$ cat src/signed_radix_digit_emitter_core_assert.svh
// Assertion macros shared by the emitter RTL.
`ifndef SIGNED_RADIX_DIGIT_EMITTER_CORE_ASSERT_SVH
`define SIGNED_RADIX_DIGIT_EMITTER_CORE_ASSERT_SVH

// Same-cycle implication, clocked on clk, off while arst_n is low.
`define SRDE_ASSERT_SAME(lbl, ante, cons, msg) \
	lbl: assert property (@(posedge clk) disable iff (!arst_n) (ante) |-> (cons)) \
		else $error(msg);

// Next-cycle implication, clocked on clk, off while arst_n is low.
`define SRDE_ASSERT_NEXT(lbl, ante, cons, msg) \
	lbl: assert property (@(posedge clk) disable iff (!arst_n) (ante) |=> (cons)) \
		else $error(msg);

`endif

$ cat src/srde_pkg.sv
package srde_pkg;

	localparam int unsigned MAX_RADIX_DEF  = 16;
	localparam int unsigned VALUE_BITS_DEF = 32;

	// bits of dividend consumed per divider cycle
	localparam int unsigned DIV_STEP = 8;

	localparam int unsigned PADDR_W   = 5;
	localparam int unsigned PDATA_W   = 64;
	localparam int unsigned REG_SHIFT = 3;
	localparam int unsigned REG_IDX_W = PADDR_W - REG_SHIFT;

	localparam int unsigned RADIX_W   = 5;
	localparam int unsigned SYM_REG_W = 64;
	localparam int unsigned SYM_W     = 7;

	localparam logic [REG_IDX_W-1:0] REG_RADIX    = 2'd0;
	localparam logic [REG_IDX_W-1:0] REG_SYM_LOW  = 2'd1;
	localparam logic [REG_IDX_W-1:0] REG_SYM_HIGH = 2'd2;

	localparam logic [RADIX_W-1:0] MIN_RADIX = 5'd2;

	localparam logic [7:0] CH_MIN     = 8'd33;
	localparam logic [7:0] CH_MAX     = 8'd126;
	localparam logic [7:0] CH_PLUS    = 8'h2b;
	localparam logic [7:0] CH_MINUS   = 8'h2d;
	localparam logic [7:0] CH_PERCENT = 8'h25;
	localparam logic [7:0] CH_SLASH   = 8'h2f;
	localparam logic [7:0] CH_STAR    = 8'h2a;
	localparam logic [7:0] CH_COMMA   = 8'h2c;
	localparam logic [7:0] CH_DOT     = 8'h2e;
	localparam logic [7:0] CH_EQUAL   = 8'h3d;

	localparam logic [SYM_W-1:0] SYM_MINUS = CH_MINUS[SYM_W-1:0];
	localparam logic [SYM_W-1:0] SYM_NONE  = '0;

	typedef enum logic [2:0] {
		ST_IDLE,
		ST_CHECK,
		ST_DIV,
		ST_PRE,
		ST_EMIT
	} state_t;

	typedef enum logic [1:0] {
		KIND_MINUS,
		KIND_DIGIT,
		KIND_ERROR
	} kind_t;

	typedef struct packed {
		logic start;
		logic chain;
	} div_ctrl_t;

	typedef struct packed {
		logic done;
		logic quot_zero;
	} div_stat_t;

	function automatic logic is_forbidden(input logic [7:0] c);
		logic bad;
		bad = (c < CH_MIN) || (c > CH_MAX);
		bad = bad || (c inside {CH_PLUS, CH_MINUS, CH_PERCENT, CH_SLASH,
			CH_STAR, CH_COMMA, CH_DOT, CH_EQUAL});
		return bad;
	endfunction

	function automatic logic [7:0] sym_byte(input logic [SYM_REG_W-1:0] lo,
			input logic [SYM_REG_W-1:0] hi, input logic [3:0] idx);
		logic [2*SYM_REG_W-1:0] all;
		all = {hi, lo};
		return all[{idx, 3'b000} +: 8];
	endfunction

endpackage

$ cat src/signed_radix_digit_emitter_core.sv
// A value word has the alphabet checked, then is divided by the radix once for each digit;
// the shared divider takes a byte of magnitude a cycle; the top digit is then prefetched.
// Symbol words leave one a cycle while not stalled; a bad alphabet gives one error word.
// Throughput: one value at a time, the next taken once the last symbol word is taken.
// Reset: arst_n clears the sequencer and the config registers; the digit RAM is not cleared.
`include "signed_radix_digit_emitter_core_assert.svh"

module signed_radix_digit_emitter_core #(
	parameter int unsigned MAX_RADIX  = srde_pkg::MAX_RADIX_DEF,
	parameter int unsigned VALUE_BITS = srde_pkg::VALUE_BITS_DEF
) (
	input  logic                           clk,
	input  logic                           arst_n,
	input  logic                           psel,
	input  logic                           penable,
	input  logic                           pwrite,
	input  logic [srde_pkg::PADDR_W-1:0]   paddr,
	input  logic [srde_pkg::PDATA_W-1:0]   pwdata,
	output logic [srde_pkg::PDATA_W-1:0]   prdata,
	output logic                           pready,
	input  logic                           value_valid,
	output logic                           value_stall,
	input  logic signed [VALUE_BITS-1:0]   value,
	output logic                           symbol_valid,
	input  logic                           symbol_stall,
	output logic [srde_pkg::SYM_W-1:0]     symbol,
	output logic                           last,
	output logic                           error
);

	localparam int unsigned STEP    = srde_pkg::DIV_STEP;
	localparam int unsigned DIV_CYC = (VALUE_BITS + STEP - 1) / STEP;
	localparam int unsigned DIV_W   = DIV_CYC * STEP;
	localparam int unsigned DIG_W   = $clog2(MAX_RADIX);
	localparam int unsigned PART_W  = DIG_W + 1;
	localparam int unsigned ADDR_W  = $clog2(VALUE_BITS);
	localparam int unsigned ND_W    = $clog2(VALUE_BITS + 1);

	// config registers
	logic [srde_pkg::RADIX_W-1:0]   radix_q;
	logic [srde_pkg::SYM_REG_W-1:0] sym_lo_q;
	logic [srde_pkg::SYM_REG_W-1:0] sym_hi_q;
	logic [srde_pkg::REG_IDX_W-1:0] reg_idx;
	logic                           cfg_wr;

	// sequencer
	srde_pkg::state_t state_q, state_d;
	srde_pkg::kind_t  kind_q, kind_d;
	logic [ND_W-1:0]       nd_q, nd_d;
	logic [ND_W-1:0]       nd_dec;
	logic [ADDR_W-1:0]     ptr_q, ptr_d;
	logic [VALUE_BITS-1:0] value_q;
	logic [VALUE_BITS-1:0] mag;

	logic                  alpha_ok;
	srde_pkg::div_ctrl_t   div_ctrl;
	srde_pkg::div_stat_t   div_stat;
	logic [DIG_W-1:0]      digit;
	logic [7:0]            digit_byte;

	logic                  wr_en;
	logic                  rd_en;
	logic [ADDR_W-1:0]     rd_addr;
	logic [srde_pkg::SYM_W-1:0] rd_data;

	assign pready  = 1'b1;
	assign reg_idx = paddr[srde_pkg::PADDR_W-1:srde_pkg::REG_SHIFT];
	assign cfg_wr  = psel && penable && pwrite && pready;

	always_ff @(posedge clk or negedge arst_n) begin
		if (!arst_n) begin
			radix_q  <= '0;
			sym_lo_q <= '0;
			sym_hi_q <= '0;
		end else if (cfg_wr) begin
			case (reg_idx)
				srde_pkg::REG_RADIX:    radix_q  <= pwdata[srde_pkg::RADIX_W-1:0];
				srde_pkg::REG_SYM_LOW:  sym_lo_q <= pwdata;
				srde_pkg::REG_SYM_HIGH: sym_hi_q <= pwdata;
				default: ;
			endcase
		end
	end

	always_comb begin
		case (reg_idx)
			srde_pkg::REG_RADIX:    prdata = srde_pkg::PDATA_W'(radix_q);
			srde_pkg::REG_SYM_LOW:  prdata = sym_lo_q;
			srde_pkg::REG_SYM_HIGH: prdata = sym_hi_q;
			default:                prdata = '0;
		endcase
	end

	srde_alpha_chk #(
		.MAX_RADIX(MAX_RADIX)
	) u_alpha_chk (
		.radix       (radix_q),
		.symbols_low (sym_lo_q),
		.symbols_high(sym_hi_q),
		.ok          (alpha_ok)
	);

	// two's-complement magnitude: the most negative value stays correct as unsigned
	assign mag = value_q[VALUE_BITS-1] ? (~value_q + VALUE_BITS'(1)) : value_q;

	srde_div #(
		.MAX_RADIX (MAX_RADIX),
		.VALUE_BITS(VALUE_BITS)
	) u_div (
		.clk     (clk),
		.arst_n  (arst_n),
		.ctrl    (div_ctrl),
		.dividend(DIV_W'(mag)),
		.divisor (radix_q[PART_W-1:0]),
		.stat    (div_stat),
		.digit   (digit)
	);

	assign digit_byte = srde_pkg::sym_byte(sym_lo_q, sym_hi_q, 4'(digit));

	// digits land least significant first, read back in reverse
	srde_ram #(
		.WIDTH(srde_pkg::SYM_W),
		.DEPTH(VALUE_BITS)
	) u_ram (
		.clk    (clk),
		.wr_en  (wr_en),
		.wr_addr(nd_q[ADDR_W-1:0]),
		.wr_data(digit_byte[srde_pkg::SYM_W-1:0]),
		.rd_en  (rd_en),
		.rd_addr(rd_addr),
		.rd_data(rd_data)
	);

	assign nd_dec = nd_q - ND_W'(1);

	always_ff @(posedge clk or negedge arst_n) begin
		if (!arst_n) begin
			state_q <= srde_pkg::ST_IDLE;
			kind_q  <= srde_pkg::KIND_DIGIT;
			nd_q    <= '0;
			ptr_q   <= '0;
		end else begin
			state_q <= state_d;
			kind_q  <= kind_d;
			nd_q    <= nd_d;
			ptr_q   <= ptr_d;
		end
	end

	always_ff @(posedge clk) begin
		if (value_valid && !value_stall) begin
			value_q <= value;
		end
	end

	always_comb begin
		state_d  = state_q;
		kind_d   = kind_q;
		nd_d     = nd_q;
		ptr_d    = ptr_q;
		div_ctrl = '0;
		wr_en    = 1'b0;
		rd_en    = 1'b0;
		rd_addr  = ptr_q;
		case (state_q)
			srde_pkg::ST_IDLE: begin
				if (value_valid) begin
					state_d = srde_pkg::ST_CHECK;
				end
			end
			srde_pkg::ST_CHECK: begin
				if (!alpha_ok) begin
					kind_d  = srde_pkg::KIND_ERROR;
					state_d = srde_pkg::ST_EMIT;
				end else begin
					div_ctrl.start = 1'b1;
					nd_d           = '0;
					state_d        = srde_pkg::ST_DIV;
				end
			end
			srde_pkg::ST_DIV: begin
				if (div_stat.done) begin
					wr_en = 1'b1;
					nd_d  = nd_q + ND_W'(1);
					if (!div_stat.quot_zero) begin
						div_ctrl.start = 1'b1;
						div_ctrl.chain = 1'b1;
					end else begin
						state_d = srde_pkg::ST_PRE;
					end
				end
			end
			srde_pkg::ST_PRE: begin
				rd_en   = 1'b1;
				rd_addr = nd_dec[ADDR_W-1:0];
				ptr_d   = nd_dec[ADDR_W-1:0];
				kind_d  = value_q[VALUE_BITS-1] ? srde_pkg::KIND_MINUS : srde_pkg::KIND_DIGIT;
				state_d = srde_pkg::ST_EMIT;
			end
			srde_pkg::ST_EMIT: begin
				if (!symbol_stall) begin
					if (last) begin
						state_d = srde_pkg::ST_IDLE;
					end else if (kind_q == srde_pkg::KIND_MINUS) begin
						kind_d = srde_pkg::KIND_DIGIT;
					end else begin
						rd_en   = 1'b1;
						rd_addr = ptr_q - ADDR_W'(1);
						ptr_d   = ptr_q - ADDR_W'(1);
					end
				end
			end
			default: begin
				state_d = srde_pkg::ST_IDLE;
			end
		endcase
	end

	assign value_stall  = (state_q != srde_pkg::ST_IDLE);
	assign symbol_valid = (state_q == srde_pkg::ST_EMIT);
	assign error        = (kind_q == srde_pkg::KIND_ERROR);
	assign last         = error || ((kind_q == srde_pkg::KIND_DIGIT) && (ptr_q == '0));

	always_comb begin
		case (kind_q)
			srde_pkg::KIND_MINUS: symbol = srde_pkg::SYM_MINUS;
			srde_pkg::KIND_DIGIT: symbol = rd_data;
			default:              symbol = srde_pkg::SYM_NONE;
		endcase
	end

	`SRDE_ASSERT_SAME(a_div_done_in_div, div_stat.done, state_q == srde_pkg::ST_DIV, "divider result outside digit phase")
	`SRDE_ASSERT_SAME(a_digit_wr_in_range, wr_en, nd_q < ND_W'(VALUE_BITS), "digit store overrun")
	`SRDE_ASSERT_SAME(a_ptr_in_range, (state_q == srde_pkg::ST_EMIT) && (kind_q == srde_pkg::KIND_DIGIT), ND_W'(ptr_q) < nd_q, "read pointer beyond stored digits")
	`SRDE_ASSERT_NEXT(a_last_ends_run, symbol_valid && !symbol_stall && last, state_q == srde_pkg::ST_IDLE, "run did not end after last word")

endmodule

$ cat src/srde_ram.sv
module srde_ram #(
	parameter int unsigned WIDTH = srde_pkg::SYM_W,
	parameter int unsigned DEPTH = srde_pkg::VALUE_BITS_DEF
) (
	input  logic                               clk,
	input  logic                               wr_en,
	input  logic [((DEPTH > 1) ? $clog2(DEPTH) : 1)-1:0] wr_addr,
	input  logic [WIDTH-1:0]                   wr_data,
	input  logic                               rd_en,
	input  logic [((DEPTH > 1) ? $clog2(DEPTH) : 1)-1:0] rd_addr,
	output logic [WIDTH-1:0]                   rd_data
);

	logic [WIDTH-1:0] mem_q [DEPTH];
	logic [WIDTH-1:0] rd_data_q;

	always_ff @(posedge clk) begin
		if (wr_en) begin
			mem_q[wr_addr] <= wr_data;
		end
		if (rd_en) begin
			rd_data_q <= mem_q[rd_addr];
		end
	end

	assign rd_data = rd_data_q;

endmodule

$ cat src/srde_alpha_chk.sv
module srde_alpha_chk #(
	parameter int unsigned MAX_RADIX = srde_pkg::MAX_RADIX_DEF
) (
	input  logic [srde_pkg::RADIX_W-1:0]   radix,
	input  logic [srde_pkg::SYM_REG_W-1:0] symbols_low,
	input  logic [srde_pkg::SYM_REG_W-1:0] symbols_high,
	output logic                           ok
);

	logic [MAX_RADIX-1:0] lane_bad;

	// one lane per symbol: range, reserved set, clash with any lower symbol
	always_comb begin
		logic [7:0] sk;
		for (int k = 0; k < MAX_RADIX; k++) begin
			sk = srde_pkg::sym_byte(symbols_low, symbols_high, 4'(k));
			lane_bad[k] = srde_pkg::is_forbidden(sk);
			for (int j = 0; j < k; j++) begin
				lane_bad[k] = lane_bad[k] ||
					(srde_pkg::sym_byte(symbols_low, symbols_high, 4'(j)) == sk);
			end
			lane_bad[k] = lane_bad[k] && (srde_pkg::RADIX_W'(k) < radix);
		end
	end

	assign ok = (radix >= srde_pkg::MIN_RADIX) &&
		(radix <= srde_pkg::RADIX_W'(MAX_RADIX)) && !(|lane_bad);

endmodule

$ cat src/srde_div.sv
module srde_div #(
	parameter int unsigned MAX_RADIX  = srde_pkg::MAX_RADIX_DEF,
	parameter int unsigned VALUE_BITS = srde_pkg::VALUE_BITS_DEF
) (
	input  logic                    clk,
	input  logic                    arst_n,
	input  srde_pkg::div_ctrl_t     ctrl,
	input  logic [((VALUE_BITS + srde_pkg::DIV_STEP - 1) / srde_pkg::DIV_STEP)
		* srde_pkg::DIV_STEP - 1:0] dividend,
	input  logic [$clog2(MAX_RADIX):0] divisor,
	output srde_pkg::div_stat_t     stat,
	output logic [$clog2(MAX_RADIX)-1:0] digit
);

	localparam int unsigned STEP    = srde_pkg::DIV_STEP;
	localparam int unsigned DIV_CYC = (VALUE_BITS + STEP - 1) / STEP;
	localparam int unsigned DIV_W   = DIV_CYC * STEP;
	localparam int unsigned DIG_W   = $clog2(MAX_RADIX);
	localparam int unsigned PART_W  = DIG_W + 1;
	localparam int unsigned CNT_W   = (DIV_CYC > 1) ? $clog2(DIV_CYC) : 1;

	logic [DIV_W-1:0] work_q;
	logic [DIG_W-1:0] rem_q;
	logic [CNT_W-1:0] cnt_q;
	logic             busy_q;
	logic             done_q;

	logic [STEP-1:0]  chunk;
	logic [STEP-1:0]  qbits;
	logic [DIG_W-1:0] rem_n;
	logic [DIV_W-1:0] work_shift;

	assign chunk = work_q[DIV_W-1 -: STEP];

	// restoring long division, one byte of the dividend a cycle
	always_comb begin
		logic [PART_W-1:0] part;
		rem_n = rem_q;
		qbits = '0;
		for (int b = STEP - 1; b >= 0; b--) begin
			part = {rem_n, chunk[b]};
			if (part >= divisor) begin
				qbits[b] = 1'b1;
				part = part - divisor;
			end
			rem_n = part[DIG_W-1:0];
		end
	end

	generate
		if (DIV_CYC > 1) begin : g_shift
			assign work_shift = {work_q[DIV_W-STEP-1:0], qbits};
		end else begin : g_single
			assign work_shift = qbits;
		end
	endgenerate

	always_ff @(posedge clk or negedge arst_n) begin
		if (!arst_n) begin
			busy_q <= 1'b0;
			done_q <= 1'b0;
			cnt_q  <= '0;
		end else begin
			done_q <= 1'b0;
			if (ctrl.start) begin
				busy_q <= 1'b1;
				cnt_q  <= '0;
			end else if (busy_q) begin
				cnt_q <= cnt_q + CNT_W'(1);
				if (cnt_q == CNT_W'(DIV_CYC - 1)) begin
					busy_q <= 1'b0;
					done_q <= 1'b1;
				end
			end
		end
	end

	// chain restarts on the quotient left in work_q
	always_ff @(posedge clk) begin
		if (ctrl.start) begin
			if (!ctrl.chain) begin
				work_q <= dividend;
			end
			rem_q <= '0;
		end else if (busy_q) begin
			work_q <= work_shift;
			rem_q  <= rem_n;
		end
	end

	assign stat.done      = done_q;
	assign stat.quot_zero = (work_q == '0);
	assign digit          = rem_q;

endmodule
$ cat config.mk
export PLATFORM = sky130hd
export DESIGN_NAME = signed_radix_digit_emitter_core
export DESIGN_NICKNAME = d
export VERILOG_FILES = /design/src/srde_pkg.sv /design/src/signed_radix_digit_emitter_core.sv /design/src/srde_ram.sv /design/src/srde_alpha_chk.sv /design/src/srde_div.sv
export VERILOG_INCLUDE_DIRS = /design/src /design/src/src
export SDC_FILE = /design/constraint.sdc
export NUM_CORES = 2
export LEC_CHECK = 0
export BUFFER_PORTS_ARGS = -buffer_cell sky130_fd_sc_hd__buf_2
export CORE_UTILIZATION = 50
export CTS_CLUSTER_SIZE = 24
export DETAILED_ROUTE_END_ITERATION = 10
export PLACE_DENSITY = 0.66
export SETUP_SLACK_MARGIN = 0.4
export SLEW_MARGIN = 20
export SYNTH_ARGS = -nofsm -noshare
export SYNTH_HDL_FRONTEND = slang
export SYNTH_SLANG_ARGS = --single-unit
$ cat constraint.sdc
create_clock -name clk -period 38.4 [get_ports clk]
set_clock_uncertainty 0.15 [all_clocks]
set_input_delay 5.76 -clock clk [delete_from_list [all_inputs] [get_ports clk]]
set_output_delay 5.76 -clock clk [all_outputs]
set_load 0.1 [all_outputs]
==> flow_metrics.py <==
metrics = {
    "cells_and_area": {
        "layout_common_cells": "673 x xor2_1, 295 x edfxtp_1, 280 x nand2_1, 267 x xnor2_1, 203 x nor4_1",
        "mostFrequentLayoutCell": "xor2_1",
        "n_fill_cell": 5806,
        "area_growth_pct": 8.83,
        "fin_cells": 4236,
        "nNetsFinal": 3485,
        "drive_gt1_share_pct": 18.4,
        "fin_util_pct": 55.0,
    },
    "critical_path": {
        "crit_arrival_ns": 15.18,
        "ff2ff_path_depth": 67,
        "start_kind": "flop",
        "end_kind": "flop",
        "critPathRequiredTime_ns": 38.63,
        "max_stage_delay_ns": 0.81,
        "critPathSlowestCell": "clkinv_1",
        "crit_fanout": 17,
        "cpMostUsedCell": "o21ai_0",
        "crit_type": "reg -> reg",
    },
    "floorplanning": {
        "core_area_um2": 67300,
        "die_h_um": 263,
        "die_w_um": 263,
        "initial_core_util_pct": 50.6,
        "rows": 95,
        "dieArea_um2": 69100,
        "ios": 184,
    },
    "global_routing": {
        "grt_pass1_wl_um": 173000,
        "antenna_found_initial": 9,
        "grt_overflow": 0,
        "grt_pass1_vias": 27300,
        "track_usage_pct": 32.8,
        "grt_max_degree": 69,
    },
    "timing": {
        "maxSlewHeadroom_pct": 17.4,
        "finalMaxSlewViolations": 0,
        "setup_viol": 0,
        "worstMarginPinSlew_ns": 1.24,
        "hold_viol_final": 0,
        "timing.final.crit_share_pct": 38.9,
        "rsz0062_at_grt": "no",
        "clock.fmax_mhz": 66.9,
        "fin_crit_ns": 14.95,
        "fin_tns_setup_ns": 0,
    },
    "cts": {
        "root_buffer": "clkbuf_16",
        "cts_hold_buf": 0,
        "cts_htree_levels": 2,
        "path_clk_slew_ns": 0.06,
        "cts_inserted_buffers": 50,
        "cts_buffer_depth": 3,
        "insertion_delay_ns": 0.64,
        "cts.repair.resized": 0,
        "tritoncts": "built",
        "clock_sinks": 451,
        "postCtsSetupRepairBufs": 0,
    },
    "power": {
        "total_power_w": 0.00315,
        "irDropWorstVdd_uv": 225,
        "powerDensity_nw_per_um2": 85.2,
        "p_leak_nw": 14.7,
    },
    "route": {
        "wl_per_cell_um": 27.2,
        "first_pass_iters": 6,
        "antenna_left": 0,
        "routed_via_density": 6.47,
        "drcViolationCount": 0,
        "drt-total-wl_um": 115000,
        "drt_iter0_markers": 3387,
        "vias": 27400,
    },
    "logic_synthesis": {
        "synth_area_per_cell_um2": 10.3,
        "ys_seq_elements": 451,
        "yosys_warnings": 0,
        "syn_inst": 3315,
        "yosys.cell_types.count": 84,
        "netlist_area_um2": 34000,
        "yosysSeqAreaShare_pct": 37.4,
        "async_flop_share_pct": 33.7,
        "synth_edf_count": 295,
        "synth_flop_cell": "edfxtp_1",
        "synth_fp_nets": 3479,
    },
    "run": {
        "maxCapViolations": 0,
    },
    "placed_design": {
        "io_buffers": 179,
        "place_hpwl_um": 72000,
        "place_inst": 4139,
        "gp_congestion": 0.974,
    },
    "hold_path": {
        "hp-class": "reg -> reg",
        "whs_path_depth": 1,
    },
    "outcome": {
        "status": "finished, final reports clean",
    },
}
==> path summary, 6_finish.rpt <==
path                            start  slack (ns)               to
max                        radix_q[1]       23.45  u_div.work_q[0]
min                        state_q[2]        0.35       state_q[0]
max reg2reg                radix_q[1]       23.45  u_div.work_q[0]
min reg2reg                state_q[2]        0.35       state_q[0]
max in group asynchronous      arst_n       32.03     sym_lo_q[10]
min in group asynchronous      arst_n        4.84     sym_lo_q[47]
==> metrics by stage <==
| stage | setup WS [ns] | hold WS, ns | area [um2] |
|---|---|---|---|
| after floorplan | 24.16 | 0.307 | 34000 |
| after global placement | 23.89 | 0.345 | 35300 |
| after detailed placement | 23.38 | 0.342 | 35300 |
| after CTS | 23.40 | 0.355 | 37000 |
| after global routing | 22.21 | 0.391 | 37000 |
| final | 23.45 | 0.349 | 37000 |
==> critical path: cells and delay by family, from the launching register on <==
kind	cells	cell delay (ns)
buf+inv	7	1.24
compound gates	29	5.55
simple gates	17	2.44
fa+ha+maj	8	2.32
flops	1	0.79
mux	6	2.17
==> metal layers <==
metal | wire, um | vias up | track usage (%)
met5 | 22 | - | 0
met4 | 6250 | 4 | 15.7
met3 | 13300 | 448 | 8.99
met2 | 49500 | 1756 | 49.2
met1 | 46100 | 13500 | 43.9
li1 | - | 11700 | -
==> power by group <==
group          switching [W]  internal, W  total [W]
registers          0.0000676     0.000601   0.000669
logic                0.00121     0.000784    0.00199
clock network       0.000215     0.000281   0.000496
==> flip-flops by register name (all words and copies together) (netlist names), 5 cells and up <==
name,count
sym_hi_q,64
ptr_q,5
u_ram.mem_q,224
radix_q,5
sym_lo_q,64
u_ram.rd_data,7
value_q,32
nd_q,5
u_div.work_q,32
==> cell usage after synthesis (12+ instances only) <==
master | n | area share, %
a21o_1 | 13 | 0.29
a21oi_1 | 66 | 0.97
a22o_1 | 65 | 1.7
a311oi_1 | 24 | 0.62
a31oi_1 | 24 | 0.44
and3_1 | 30 | 0.55
buf_1 | 31 | 0.34
buf_2 | 174 | 2.6
buf_4 | 56 | 1.2
clkbuf_1 | 92 | 1.0
dfrtp_1 | 151 | 11
edfxtp_1 | 295 | 26
ha_1 | 48 | 1.8
inv_1 | 55 | 0.61
mux2_1 | 18 | 0.60
mux2_2 | 141 | 4.7
mux2i_1 | 56 | 1.6
mux4_2 | 45 | 3.0
nand2_1 | 280 | 3.1
nand2b_1 | 17 | 0.31
nand3_1 | 39 | 0.57
nand4_1 | 75 | 1.4
nor2_1 | 67 | 0.74
nor2b_1 | 15 | 0.28
nor3_1 | 20 | 0.29
nor4_1 | 204 | 3.8
o21ai_0 | 99 | 1.5
o31ai_1 | 12 | 0.26
xnor2_1 | 267 | 6.9
xor2_1 | 673 | 17
==> area by class of cell <==
| type | instances | area (um2) | area share, % |
|---|---|---|---|
| clock buffer | 57 | 1340 | 3.62 |
| inverter | 59 | 223 | 0.601 |
| sequential | 451 | 12700 | 34.4 |
| clock inverter | 36 | 369 | 0.997 |
| multi-input combinational | 2447 | 19300 | 52.2 |
| tap | 873 | 1090 | 2.95 |
| timing repair buffer | 312 | 1930 | 5.21 |
| antenna | 1 | 2.50 | 0.00676 |
==> logic make-up (layout without fill, tap and decap cells) <==
group                    count (synthesis)  in the layout  share of synthesized area [%]
adder cells (fa/ha/maj)                 56             56                           2.24
XOR/XNOR                               940            940                           24.2
multiplexers                           263            263                           10.0
AO/OA/AOI/OAI                          385            385                           7.93
buffers and inverters                  417            464                           5.93
other                                    1              2                         0.0110
AND/OR/NAND/NOR                        802            802                           12.2
flip-flops                             451            451                           37.4
(Power assumes the default switching activity.)
